$ cat config.mk
export PLATFORM = sky130hd
export DESIGN_NAME = indexed_list_engine
export DESIGN_NICKNAME = d
export VERILOG_FILES = /design/src/sv/ile_pkg.sv /design/src/sv/ile_ram.sv /design/src/sv/ile_ctrl.sv /design/src/sv/indexed_list_engine.sv
export VERILOG_INCLUDE_DIRS = /design/src /design/src/sv
export SDC_FILE = /design/constraint.sdc
export NUM_CORES = 2
export LEC_CHECK = 0
export BUFFER_PORTS_ARGS = -buffer_cell sky130_fd_sc_hd__buf_2
export CORE_UTILIZATION = 50
export CTS_BUF_LIST = sky130_fd_sc_hd__clkbuf_2 sky130_fd_sc_hd__clkbuf_4 sky130_fd_sc_hd__clkbuf_8
export CTS_CLUSTER_SIZE = 28
export DETAILED_ROUTE_END_ITERATION = 12
export PLACE_DENSITY = 0.63
export REMOVE_ABC_BUFFERS = 1
export SLEW_MARGIN = 20
export SYNTH_ARGS = -nofsm -noshare
export SYNTH_HDL_FRONTEND = slang
export SYNTH_SLANG_ARGS = --single-unit
$ cat constraint.sdc
create_clock -name clock -period 15.52 [get_ports clock]
set_clock_uncertainty 0.1 [all_clocks]
set_input_delay 1.552 -clock clock [delete_from_list [all_inputs] [get_ports clock]]
set_output_delay 1.552 -clock clock [all_outputs]
set_load 0.02 [all_outputs]
$ cat src/sv/indexed_list_engine_assert.svh
// assertion macros for the indexed list engine modules
`ifndef INDEXED_LIST_ENGINE_ASSERT_SVH
`define INDEXED_LIST_ENGINE_ASSERT_SVH

// same-cycle implication, disabled during reset
`define ILE_ASSERT_IMPLY(label, clk, rst, ante, cons, msg) \
   label: assert property (@(posedge clk) disable iff (rst) (ante) |-> (cons)) \
      else $error(msg);

// next-cycle implication, disabled during reset
`define ILE_ASSERT_NEXT(label, clk, rst, ante, cons, msg) \
   label: assert property (@(posedge clk) disable iff (rst) (ante) |=> (cons)) \
      else $error(msg);

`endif

$ cat src/sv/ile_pkg.sv
// shared types and codes of the indexed list engine
package ile_pkg;

   localparam int VALUE_W  = 10;
   localparam int READ_W   = 11;
   localparam int STATUS_W = 2;
   localparam int LENGTH_W = 9;
   localparam int OP_W     = 3;
   localparam int INDEX_W  = 8;

   localparam logic [OP_W-1:0] OP_GET  = 3'd0;
   localparam logic [OP_W-1:0] OP_HEAD = 3'd1;
   localparam logic [OP_W-1:0] OP_TAIL = 3'd2;
   localparam logic [OP_W-1:0] OP_AT   = 3'd3;
   localparam logic [OP_W-1:0] OP_DEL  = 3'd4;

   localparam logic [STATUS_W-1:0] STAT_DONE  = 2'd0;
   localparam logic [STATUS_W-1:0] STAT_RANGE = 2'd1;
   localparam logic [STATUS_W-1:0] STAT_FULL  = 2'd2;

   localparam logic signed [READ_W-1:0] READ_MISS = -11'sd1;

   typedef enum logic [2:0] {
      ST_IDLE,
      ST_GET,
      ST_INS,
      ST_FILL,
      ST_DEL,
      ST_RESP
   } state_type;

   typedef struct packed {
      logic signed [READ_W-1:0] read_value;
      logic [STATUS_W-1:0]      status;
      logic [LENGTH_W-1:0]      list_length;
   } res_type;

endpackage

$ cat src/sv/ile_ram.sv
// generic single-write single-read ram with registered read data
module ile_ram #(
   parameter int WIDTH = 10,
   parameter int DEPTH = 256,
   localparam int AW = (DEPTH > 1) ? $clog2(DEPTH) : 1
) (
   input  logic             clock,
   input  logic             we,
   input  logic [AW-1:0]    waddr,
   input  logic [WIDTH-1:0] wdata,
   input  logic [AW-1:0]    raddr,
   output logic [WIDTH-1:0] rdata
);

   logic [WIDTH-1:0] mem_ff [DEPTH];
   logic [WIDTH-1:0] rdata_ff;

   always_ff @(posedge clock) begin
      if (we) begin
         mem_ff[waddr] <= wdata;
      end
      rdata_ff <= mem_ff[raddr];
   end

   assign rdata = rdata_ff;

endmodule

$ cat src/sv/ile_ctrl.sv
// sequencer that walks the list memory for get, insert and delete
module ile_ctrl #(
   parameter int CAPACITY = 256,
   localparam int AW = (CAPACITY > 1) ? $clog2(CAPACITY) : 1,
   localparam int CW = $clog2(CAPACITY + 1)
) (
   input  logic                          clock,
   input  logic                          reset,
   input  logic                          req_valid,
   input  logic [ile_pkg::OP_W-1:0]      req_operation,
   input  logic [ile_pkg::INDEX_W-1:0]   req_index,
   input  logic [ile_pkg::VALUE_W-1:0]   req_value,
   output logic                          req_stall,
   output logic                          res_valid,
   output ile_pkg::res_type              res,
   input  logic                          res_take,
   output logic                          ram_we,
   output logic [AW-1:0]                 ram_waddr,
   output logic [ile_pkg::VALUE_W-1:0]   ram_wdata,
   output logic [AW-1:0]                 ram_raddr,
   input  logic [ile_pkg::VALUE_W-1:0]   ram_rdata
);

`include "indexed_list_engine_assert.svh"

   ile_pkg::state_type state_ff, state_in;
   logic [CW-1:0] count_ff, count_in;
   logic [AW-1:0] ptr_ff, ptr_in;
   logic [AW-1:0] pos_ff, pos_in;
   logic [ile_pkg::VALUE_W-1:0] val_ff, val_in;
   logic signed [ile_pkg::READ_W-1:0] rd_ff, rd_in;
   logic [ile_pkg::STATUS_W-1:0] st_ff, st_in;
   logic [31:0] idx32, cnt32, ins32;

   assign idx32 = 32'(req_index);
   assign cnt32 = 32'(count_ff);

   // target position of an insert
   always_comb begin
      if (req_operation == ile_pkg::OP_HEAD) begin
         ins32 = 32'd0;
      end else if (req_operation == ile_pkg::OP_TAIL) begin
         ins32 = cnt32;
      end else begin
         ins32 = idx32;
      end
   end

   always_ff @(posedge clock) begin
      if (reset) begin
         state_ff <= ile_pkg::ST_IDLE;
         count_ff <= '0;
      end else begin
         state_ff <= state_in;
         count_ff <= count_in;
      end
   end

   always_ff @(posedge clock) begin
      ptr_ff <= ptr_in;
      pos_ff <= pos_in;
      val_ff <= val_in;
      rd_ff  <= rd_in;
      st_ff  <= st_in;
   end

   always_comb begin
      state_in  = state_ff;
      count_in  = count_ff;
      ptr_in    = ptr_ff;
      pos_in    = pos_ff;
      val_in    = val_ff;
      rd_in     = rd_ff;
      st_in     = st_ff;
      ram_we    = 1'b0;
      ram_waddr = ptr_ff;
      ram_wdata = ram_rdata;
      ram_raddr = '0;
      unique case (state_ff)
         ile_pkg::ST_IDLE: begin
            if (req_valid) begin
               rd_in    = ile_pkg::READ_MISS;
               st_in    = ile_pkg::STAT_DONE;
               val_in   = req_value;
               state_in = ile_pkg::ST_RESP;
               unique case (req_operation) inside
                  ile_pkg::OP_GET: begin
                     if (idx32 < cnt32) begin
                        ram_raddr = AW'(req_index);
                        state_in  = ile_pkg::ST_GET;
                     end else begin
                        st_in = ile_pkg::STAT_RANGE;
                     end
                  end
                  ile_pkg::OP_HEAD, ile_pkg::OP_TAIL, ile_pkg::OP_AT: begin
                     if (ins32 > cnt32) begin
                        st_in = ile_pkg::STAT_RANGE;
                     end else if (cnt32 >= 32'(CAPACITY)) begin
                        st_in = ile_pkg::STAT_FULL;
                     end else if (ins32 == cnt32) begin
                        // append needs no shift
                        ram_we    = 1'b1;
                        ram_waddr = AW'(count_ff);
                        ram_wdata = req_value;
                        count_in  = count_ff + CW'(1);
                     end else begin
                        pos_in    = AW'(ins32);
                        ptr_in    = AW'(count_ff);
                        ram_raddr = AW'(cnt32 - 32'd1);
                        state_in  = ile_pkg::ST_INS;
                     end
                  end
                  ile_pkg::OP_DEL: begin
                     if (idx32 >= cnt32) begin
                        st_in = ile_pkg::STAT_RANGE;
                     end else if (idx32 + 32'd1 == cnt32) begin
                        // last entry goes without a shift
                        count_in = count_ff - CW'(1);
                     end else begin
                        ptr_in    = AW'(req_index);
                        ram_raddr = AW'(idx32 + 32'd1);
                        state_in  = ile_pkg::ST_DEL;
                     end
                  end
                  default: begin
                     st_in = ile_pkg::STAT_RANGE;
                  end
               endcase
            end
         end
         ile_pkg::ST_GET: begin
            rd_in    = $signed({1'b0, ram_rdata});
            state_in = ile_pkg::ST_RESP;
         end
         ile_pkg::ST_INS: begin
            // move entry ptr-1 up to ptr while fetching ptr-2
            ram_we    = 1'b1;
            ram_waddr = ptr_ff;
            ram_wdata = ram_rdata;
            if (32'(ptr_ff) == 32'(pos_ff) + 32'd1) begin
               state_in = ile_pkg::ST_FILL;
            end else begin
               ram_raddr = AW'(32'(ptr_ff) - 32'd2);
               ptr_in    = AW'(32'(ptr_ff) - 32'd1);
            end
         end
         ile_pkg::ST_FILL: begin
            ram_we    = 1'b1;
            ram_waddr = pos_ff;
            ram_wdata = val_ff;
            count_in  = count_ff + CW'(1);
            state_in  = ile_pkg::ST_RESP;
         end
         ile_pkg::ST_DEL: begin
            // move entry ptr+1 down to ptr while fetching ptr+2
            ram_we    = 1'b1;
            ram_waddr = ptr_ff;
            ram_wdata = ram_rdata;
            if (32'(ptr_ff) + 32'd2 == cnt32) begin
               count_in = count_ff - CW'(1);
               state_in = ile_pkg::ST_RESP;
            end else begin
               ram_raddr = AW'(32'(ptr_ff) + 32'd2);
               ptr_in    = AW'(32'(ptr_ff) + 32'd1);
            end
         end
         ile_pkg::ST_RESP: begin
            if (res_take) begin
               state_in = ile_pkg::ST_IDLE;
            end
         end
         default: begin
            state_in = ile_pkg::ST_IDLE;
         end
      endcase
   end

   assign req_stall       = (state_ff != ile_pkg::ST_IDLE);
   assign res_valid       = (state_ff == ile_pkg::ST_RESP);
   assign res.read_value  = rd_ff;
   assign res.status      = st_ff;
   assign res.list_length = ile_pkg::LENGTH_W'(count_ff);

   `ILE_ASSERT_IMPLY(a_count_bound, clock, reset, 1'b1, 32'(count_ff) <= 32'(CAPACITY), "list length above capacity")
   `ILE_ASSERT_IMPLY(a_ins_ptr, clock, reset, state_ff == ile_pkg::ST_INS, 32'(ptr_ff) > 32'(pos_ff), "insert shift passed its target")
   `ILE_ASSERT_IMPLY(a_del_ptr, clock, reset, state_ff == ile_pkg::ST_DEL, 32'(ptr_ff) + 32'd2 <= cnt32, "delete shift ran past the end")
   `ILE_ASSERT_NEXT(a_accept_busy, clock, reset, req_valid && !req_stall, state_ff != ile_pkg::ST_IDLE, "accepted request left engine idle")

endmodule

$ cat src/sv/indexed_list_engine.sv
// indexed list engine top level: list memory, sequencer and result register
// get reads memory in ST_GET before ST_RESP; append or tail delete go straight to ST_RESP
// insert at p: ST_INS moves entries up, one memory move per cycle, then ST_FILL writes it
// delete at p: ST_DEL moves the entries above p down, one memory move per cycle
// one request in flight; the next is accepted once the result sits in the output register
// synchronous reset empties the list; memory contents are left as they were
module indexed_list_engine #(
   parameter int CAPACITY = 256
) (
   input  logic                                 clock,
   input  logic                                 reset,
   input  logic                                 req_valid,
   output logic                                 req_stall,
   input  logic [ile_pkg::OP_W-1:0]             req_operation,
   input  logic [ile_pkg::INDEX_W-1:0]          req_index,
   input  logic [ile_pkg::VALUE_W-1:0]          req_value,
   output logic                                 rsp_valid,
   input  logic                                 rsp_stall,
   output logic signed [ile_pkg::READ_W-1:0]    rsp_read_value,
   output logic [ile_pkg::STATUS_W-1:0]         rsp_status,
   output logic [ile_pkg::LENGTH_W-1:0]         rsp_list_length
);

   localparam int AW = (CAPACITY > 1) ? $clog2(CAPACITY) : 1;

   logic                          ram_we;
   logic [AW-1:0]                 ram_waddr;
   logic [ile_pkg::VALUE_W-1:0]   ram_wdata;
   logic [AW-1:0]                 ram_raddr;
   logic [ile_pkg::VALUE_W-1:0]   ram_rdata;
   logic                          res_valid;
   logic                          res_take;
   ile_pkg::res_type              res;
   logic                          rsp_valid_ff, rsp_valid_in;
   ile_pkg::res_type              rsp_ff, rsp_in;

   ile_ram #(
      .WIDTH (ile_pkg::VALUE_W),
      .DEPTH (CAPACITY)
   ) u_ram (
      .clock (clock),
      .we    (ram_we),
      .waddr (ram_waddr),
      .wdata (ram_wdata),
      .raddr (ram_raddr),
      .rdata (ram_rdata)
   );

   ile_ctrl #(
      .CAPACITY (CAPACITY)
   ) u_ctrl (
      .clock         (clock),
      .reset         (reset),
      .req_valid     (req_valid),
      .req_operation (req_operation),
      .req_index     (req_index),
      .req_value     (req_value),
      .req_stall     (req_stall),
      .res_valid     (res_valid),
      .res           (res),
      .res_take      (res_take),
      .ram_we        (ram_we),
      .ram_waddr     (ram_waddr),
      .ram_wdata     (ram_wdata),
      .ram_raddr     (ram_raddr),
      .ram_rdata     (ram_rdata)
   );

   // output register loads when empty or being drained
   assign res_take = res_valid && (!rsp_valid_ff || !rsp_stall);

   always_comb begin
      rsp_valid_in = rsp_valid_ff;
      rsp_in       = rsp_ff;
      if (res_take) begin
         rsp_valid_in = 1'b1;
         rsp_in       = res;
      end else if (!rsp_stall) begin
         rsp_valid_in = 1'b0;
      end
   end

   always_ff @(posedge clock) begin
      if (reset) begin
         rsp_valid_ff <= 1'b0;
      end else begin
         rsp_valid_ff <= rsp_valid_in;
      end
   end

   always_ff @(posedge clock) begin
      rsp_ff <= rsp_in;
   end

   assign rsp_valid       = rsp_valid_ff;
   assign rsp_read_value  = rsp_ff.read_value;
   assign rsp_status      = rsp_ff.status;
   assign rsp_list_length = rsp_ff.list_length;

endmodule
### Word level (Yosys, flattened, before mapping)

Memories as Yosys holds them, arrays and structs flattened. A register that Yosys moved wholly into a read port is not among the register bits.
Index checks and enable logic that the tools add are counted.
W data, S select, Z words.

| operators by class | value |
|---|---|
| mux-type cells | 73 |
| $lt $le $gt $ge | 4 |
| add/sub/neg operators | 9 |
| equality and inequality tests | 28 |
| reductions and logical operators | 19 |
| bitwise operators | 3 |

Operators by type and width:

| kind | number |
|---|---|
| $mux W8 | 22 |
| $mux W9 | 9 |
| $pmux W8 S3 | 3 |
| $mux W10 | 5 |
| $eq A8 B32 Y1 | 1 |
| $pmux W8 S2 | 2 |
| $eq A9 B9 Y1 | 3 |
| $mux W3 | 9 |
| $pmux W9 S3 | 1 |
| $pmux W11 S2 | 1 |
| $pmux W10 S2 | 1 |
| $add A8 B1 Y9 const B | 2 |
| $ne A3 B3 Y1 const B | 6 |
| $pmux W9 S2 | 1 |
| $sub A8 B1 Y8 const B | 2 |
| $pmux W3 S5 | 1 |
| $eq A3 B2 Y1 const B | 4 |
| $mux W1 | 12 |
| $mux W11 | 1 |
| $reduce_and A10 Y1 | 1 |
| $add A8 B2 Y9 const B | 1 |
| $add A9 B1 Y9 const B | 1 |
| $eq A3 B3 Y1 const B | 3 |
| $ge A8 B9 Y1 | 1 |
| other kinds (27) | 43 |

| word-level totals | value |
|---|---|
| register bits | 74 |
| output and inout port bits | 24 |
| bits in writable memories | 2560 |
| memories kept | 1 |

Memories:

| memory | depth | width | rd ports | clocked after memory_dff | write ports | RTL line | text |
|---|---|---|---|---|---|---|---|
| u_ram.mem_ff | 256 | 10 | 1 | 1 | 1 | ile_ram.sv:15 | `logic [WIDTH-1:0] mem_ff [DEPTH];` |

### Longest topological paths before layout

| depth | value |
|---|---|
| depth after elaboration | 12 |
| gate-level depth with buffers | 24 |
| depth with buffers taken out | 17 |

### Modules after synthesis

A second synthesis with hierarchy kept.

| second synthesis, totals | value |
|---|---|
| cells, all modules | 5273 |
| area total of the unflattened synthesis | 105065.8 sq um |

Modules (own cells, without submodules):

| module | seq. area each (sq um) | times used | area each (sq um) | cells each |
|---|---|---|---|---|
| ile_ram | 77073.9 | 1 | 99253.9 | 4642 |
| ile_ctrl | 1411.4 | 1 | 5114.9 | 605 |
| indexed_list_engine | 680.7 | 1 | 696.9 | 26 |

### Worst setup path after synthesis

No wires, ideal clock.

| timing path | value |
|---|---|
| path type | input to register |
| start point | input req_operation[2] in the netlist's numbering |
| end point | memory u_ram.mem_ff[0][0] (data pin) |
| cell stages on the path | 14 |
| arrival | 7342 ps |
| path slack | 7258 ps |
| cells stage by stage | clkbuf_1 > o21bai_1 > clkbuf_1 > a22o_1 > ha_1 > nand4_1 > or3_1 > clkbuf_1 > nor3_1 > and3_1 > clkbuf_1 > clkbuf_1 > a22oi_1 > nand2_1 |

| on the way | value |
|---|---|
| word-level cells in the longest chain between the ends | 10 |

Ends and longest elaborated chain:

| item | RTL line | text |
|---|---|---|
| from (decl) | indexed_list_engine.sv:14 | `input logic [ile_pkg::OP_W-1:0] req_operation,` |
| $eq A3 B2 Y1 | ile_ctrl.sv:42 | `end else if (req_operation == ile_pkg::OP_TAIL) begin` |
| $mux W9 | ile_ctrl.sv:42 |  |
| $mux W9 (*) | ile_ctrl.sv:40 | `if (req_operation == ile_pkg::OP_HEAD) begin` |
| named net u_ctrl.ins32[6] | ile_ctrl.sv:33 | `logic [31:0] idx32, cnt32, ins32;` |
| branches (longest 3 deep; another with $gt A9 B9 Y1) | - |  |
| $mux W10 (*) | ile_ctrl.sv:96 | `if (ins32 > cnt32) begin` |
| $mux W10 (*) | ile_ctrl.sv:86 | `unique case (req_operation) inside` |
| $mux W10 (*) | ile_ctrl.sv:81 | `if (req_valid) begin` |
| $pmux W10 S2 (*) | ile_ctrl.sv:79 | `unique case (state_ff)` |
| named net ram_wdata, one bit | indexed_list_engine.sv:28 | `logic [ile_pkg::VALUE_W-1:0] ram_wdata;` |
| to (decl) | ile_ram.sv:15 |  |

Mark *: on every way through the listed nets, which the timed path passes.

### Worst setup path in the final report

| timing path | value |
|---|---|
| start point | register u_ctrl.ptr_ff[1] |
| end point | register u_ram.rdata_ff[4] (netlist: u_ram.rdata[4]) (read register of u_ram.mem_ff) |

| on the way | value |
|---|---|
| word-level cells in the longest chain between the ends | 4 |

Ends and longest elaborated chain:

| item | RTL line | text |
|---|---|---|
| from (decl) | ile_ctrl.sv:28 | `logic [AW-1:0] ptr_ff, ptr_in;` |
| from (signal assigned) | ile_ctrl.sv:60 | `ptr_ff <= ptr_in;` |
| $add A8 B2 Y9 | ile_ctrl.sv:159 | `if (32'(ptr_ff) + 32'd2 == cnt32) begin` |
| $eq A9 B9 Y1 | ile_ctrl.sv:159 |  |
| $mux W8 | ile_ctrl.sv:159 |  |
| $pmux W8 S3 (*) | ile_ctrl.sv:79 |  |
| to (decl) | ile_ram.sv:16 | `logic [WIDTH-1:0] rdata_ff;` |

Every way passes the cells marked *; elsewhere a longest branch is shown, timed or not.
A chain may end at the register's enable or synchronous reset.

==> metrics.txt <==
run status completed; PostCTS Resize Cnt 0; Post CTS Setup Buffer Count 0; number of buffers created by CTS 433; clock transition at the register clock pins on the worst setup and hold paths after CTS around 0.06 ns; per-cell routed wire length 29.1 µm; combinational power share 0.222; Unique masters post-synth 82; critical path data arrival time 9.83 ns; top cells by instance count after synthesis edfxtp_1 (2621), nand2_1 (1609), a21oi_1 (374), nor2_1 (335), clkbuf_1 (299); maximum vdd drop about 0.23 mV; maximum fanout along the worst path between 70 and 80; Core Rows 169; total die area between 200000 and 250000 µm²; number of remaining DRC errors 0; Synth async-reset ratio 0; final setup violation count 0; vias in the first global route around 65000; starting density of the core 0.504; global-route wire length before repair 456000 µm; Hold Crit Class reg -> reg; RSZ-0062 raised after global routing false; per-cell via count in the routed design 6.31; worst-case clock buffer depth 4; final hold violations 0; data required time of the worst path roughly 16 ns; count of nets after finishing ~8000; portion of the post-synthesis area used by sequential elements 0.740; total of fill cells in the finished design ~17000; synthesized flop and latch total about 2600; Max Transition Viols Final 0; antenna-violating nets left 0; sequential group share of total power 0.474; final critical-path required period 8.91 ns; power per unit of standard cell area about 160 nW/µm²; number of DRC markers in iteration 0 8941; hpwl dp 181000 µm; number of I/O pins just under 50; flip-flop cell with the highest count after synthesis edfxtp_1; CTS Root Buffer Type clkbuf_8; worst-case reg-to-reg path depth 16; count of port buffers added during placement 48; share of layout cells above drive strength 1 0.124; cell type contributing the most total cell area after synthesis edfxtp_1; total overflow reported by the global router 0; top-count cell post-synth edfxtp_1; Pre-Repair DR Iteration Count 6; routed via count around 69000; setup slack after placement slightly below 6 ns; clock tree from TritonCTS done; area share of the largest cell type after synthesis 0.735; Tot GR Track Use 0.288; instance count along the most critical hold path 0; transition at the pin with the smallest max-transition slack roughly 1.3 ns; WL final between 300000 and 400000 µm; Die H between 400 and 500 µm; instance area after placement 110000 µm²; portion of total power attributed to the clock network 0.304; number of clock sinks ~2600; kind of critical path reg -> reg; endpoint class of the critical path flop; tightest slew margin relative to the limit 0.137; total power after layout 19000 µW; netlist area before placement between 100000 and 150000 µm²; Net Sw Power around 6000 µW; Yosys warning count 0; initial antenna violation count 10; largest net degree at the start of global routing about 220; latest clock arrival within the worst-skew pair between 1 and 1.5 ns; max frequency ~110 MHz; share of total power consumed by net switching 0.323; final non-filler cell area 118000 µm²; H-tree level count 5; Max Cap Violations 0; leakage power approximately 0.040 µW; post-layout worst setup margin between 6 and 7 ns; number of hold buffers added after CTS 0; Placer Congestion between 0.9 and 1; placeable core region 212000 µm²; Die Width roughly 460 µm; count of flip-flops with a built-in enable after synthesis about 2600; startpoint type of the worst setup path flop; Synth area leaders edfxtp_1 (74%), nand2_1 (5.6%), mux2i_1 (2.4%); Post-Syn Area per Cell roughly 14 µm²; internal power summed over all cells 12900 µW; final standard cell utilization of the core 0.558; final period utilization 0.574; synthesis-to-finish area growth 10.7%; count of mapped cells out of synthesis 7672
[worst paths after layout]
path | startpoint | endpoint | slack, ns
worst max register to register | u_ctrl.ptr_ff[1]$_DFFE_PP_ | u_ram.rdata[4]$_DFF_P_ | 6.61
worst min-delay path | u_ctrl.rd_ff[3]$_SDFFCE_PN1P_ | rsp_read_value[3]$_DFFE_PP_ | 0.32
worst max-delay path | u_ctrl.ptr_ff[1]$_DFFE_PP_ | u_ram.rdata[4]$_DFF_P_ | 6.61
worst min register to register | u_ctrl.rd_ff[3]$_SDFFCE_PN1P_ | rsp_read_value[3]$_DFFE_PP_ | 0.32
[state kept, by name, summed over array words and instances, names as in the netlist]
register,cells
rsp_list_length,9
rsp_read_value,11
rsp_status,2
rsp_valid,1
u_ctrl.count_ff,9
u_ctrl.pos_ff,8
u_ctrl.ptr_ff,8
u_ctrl.rd_ff,11
u_ctrl.st_ff,2
u_ctrl.state_ff,3
u_ctrl.val_ff,10
u_ram.mem_ff,2560
u_ram.rdata,10
[layer usage]
metal,vias up,GRT usage,part of all wire
li1,29700,-,-
met1,34600,0.401,0.40
met2,4037,0.441,0.46
met3,661,0.0575,0.099
met4,12,0.126,0.044
met5,-,0.00156,0.00036
[power groups by stage]
stage / Sequential, µW / Combinational [µW] / Clock, µW
finish: 9010 / 4230 / 5770
global route: 9010 / 4410 / 6120
CTS: 9010 / 4140 / 5820
detailed placement: 9160 / 4120 / 0
global placement: 9160 / 4030 / 0
floorplan: 9420 / 3270 / 0
[critical path, cell delays in order, from the launching register on]
cell and delay (ns):
edfxtp_1 0.80, ha_1 0.40, nand3_1 0.23, or3_1 0.43, a22oi_1 0.23, o211ai_1 0.44
a32oi_1 0.55, and3_4 0.68, buf_4 0.74, buf_4 0.79, buf_4 0.78, a21oi_1 0.11
a32o_1 0.25, a22o_1 0.24, nor4_2 0.88, o22ai_1 0.58, nor4_1 0.40
[cell usage in the layout (no fill, tap or decap), types with 37 or more instances in the layout]
cell type  synthesis  routed
and3_1           236     235
a21oi_1          374     374
nor3_1            65      60
nor2_1           335     282
a211oi_1         255     255
buf_4             42     166
a311oi_1          47      47
o22ai_1           59      59
buf_2            178      48
a32oi_1          270     270
nor2_2             2      50
a22oi_1           61      61
a32o_1            48      48
clkbuf_8           0     450
clkbuf_4           0     154
nand2_1         1609    1595
mux2i_1          252     252
a31oi_1          159     157
nand3_1          179     171
a22o_1            38      37
edfxtp_1        2621    2621
clkinv_1           1     112
o21ai_0           96      96
[through the flow]
step | TNS, ns | std cells | hold slack [ns]
3_5_place_dp | 0 | 10200 | 0.305
5_1_grt | 0 | 10900 | 0.332
2_1_floorplan | -143.93 | 7110 | 0.300
3_3_place_gp | 0 | 10200 | 0.304
4_1_cts | 0 | 10900 | 0.319
6_report | 0 | 10900 | 0.321
[layout make-up]
class,instances,area (µm²),share of cell area
repair buffers,232,1850,0.0156
clock buffers,604,7350,0.0621
well taps,2821,3530,0.0298
multi-input cells,4438,25700,0.217
clock inverters,149,708,0.00598
flip-flops and latches,2644,79200,0.668
diodes,7,17.5,0.000148
inverters,28,105,0.000887
[logic make-up (layout without fill, tap and decap cells)]
family / Yosys count / in the layout / synth area share
compound gates: 1546 / 1546 / 0.102
simple gates: 2564 / 2564 / 0.102
fa+ha+maj: 30 / 30 / 0.00358
flops: 2644 / 2644 / 0.740
mux: 253 / 253 / 0.0237
other cells: 0 / 7 / 0
buf+inv: 590 / 1013 / 0.0249
xor+xnor: 45 / 45 / 0.00395
No activity file was read; power rests on OpenSTA's default activity.
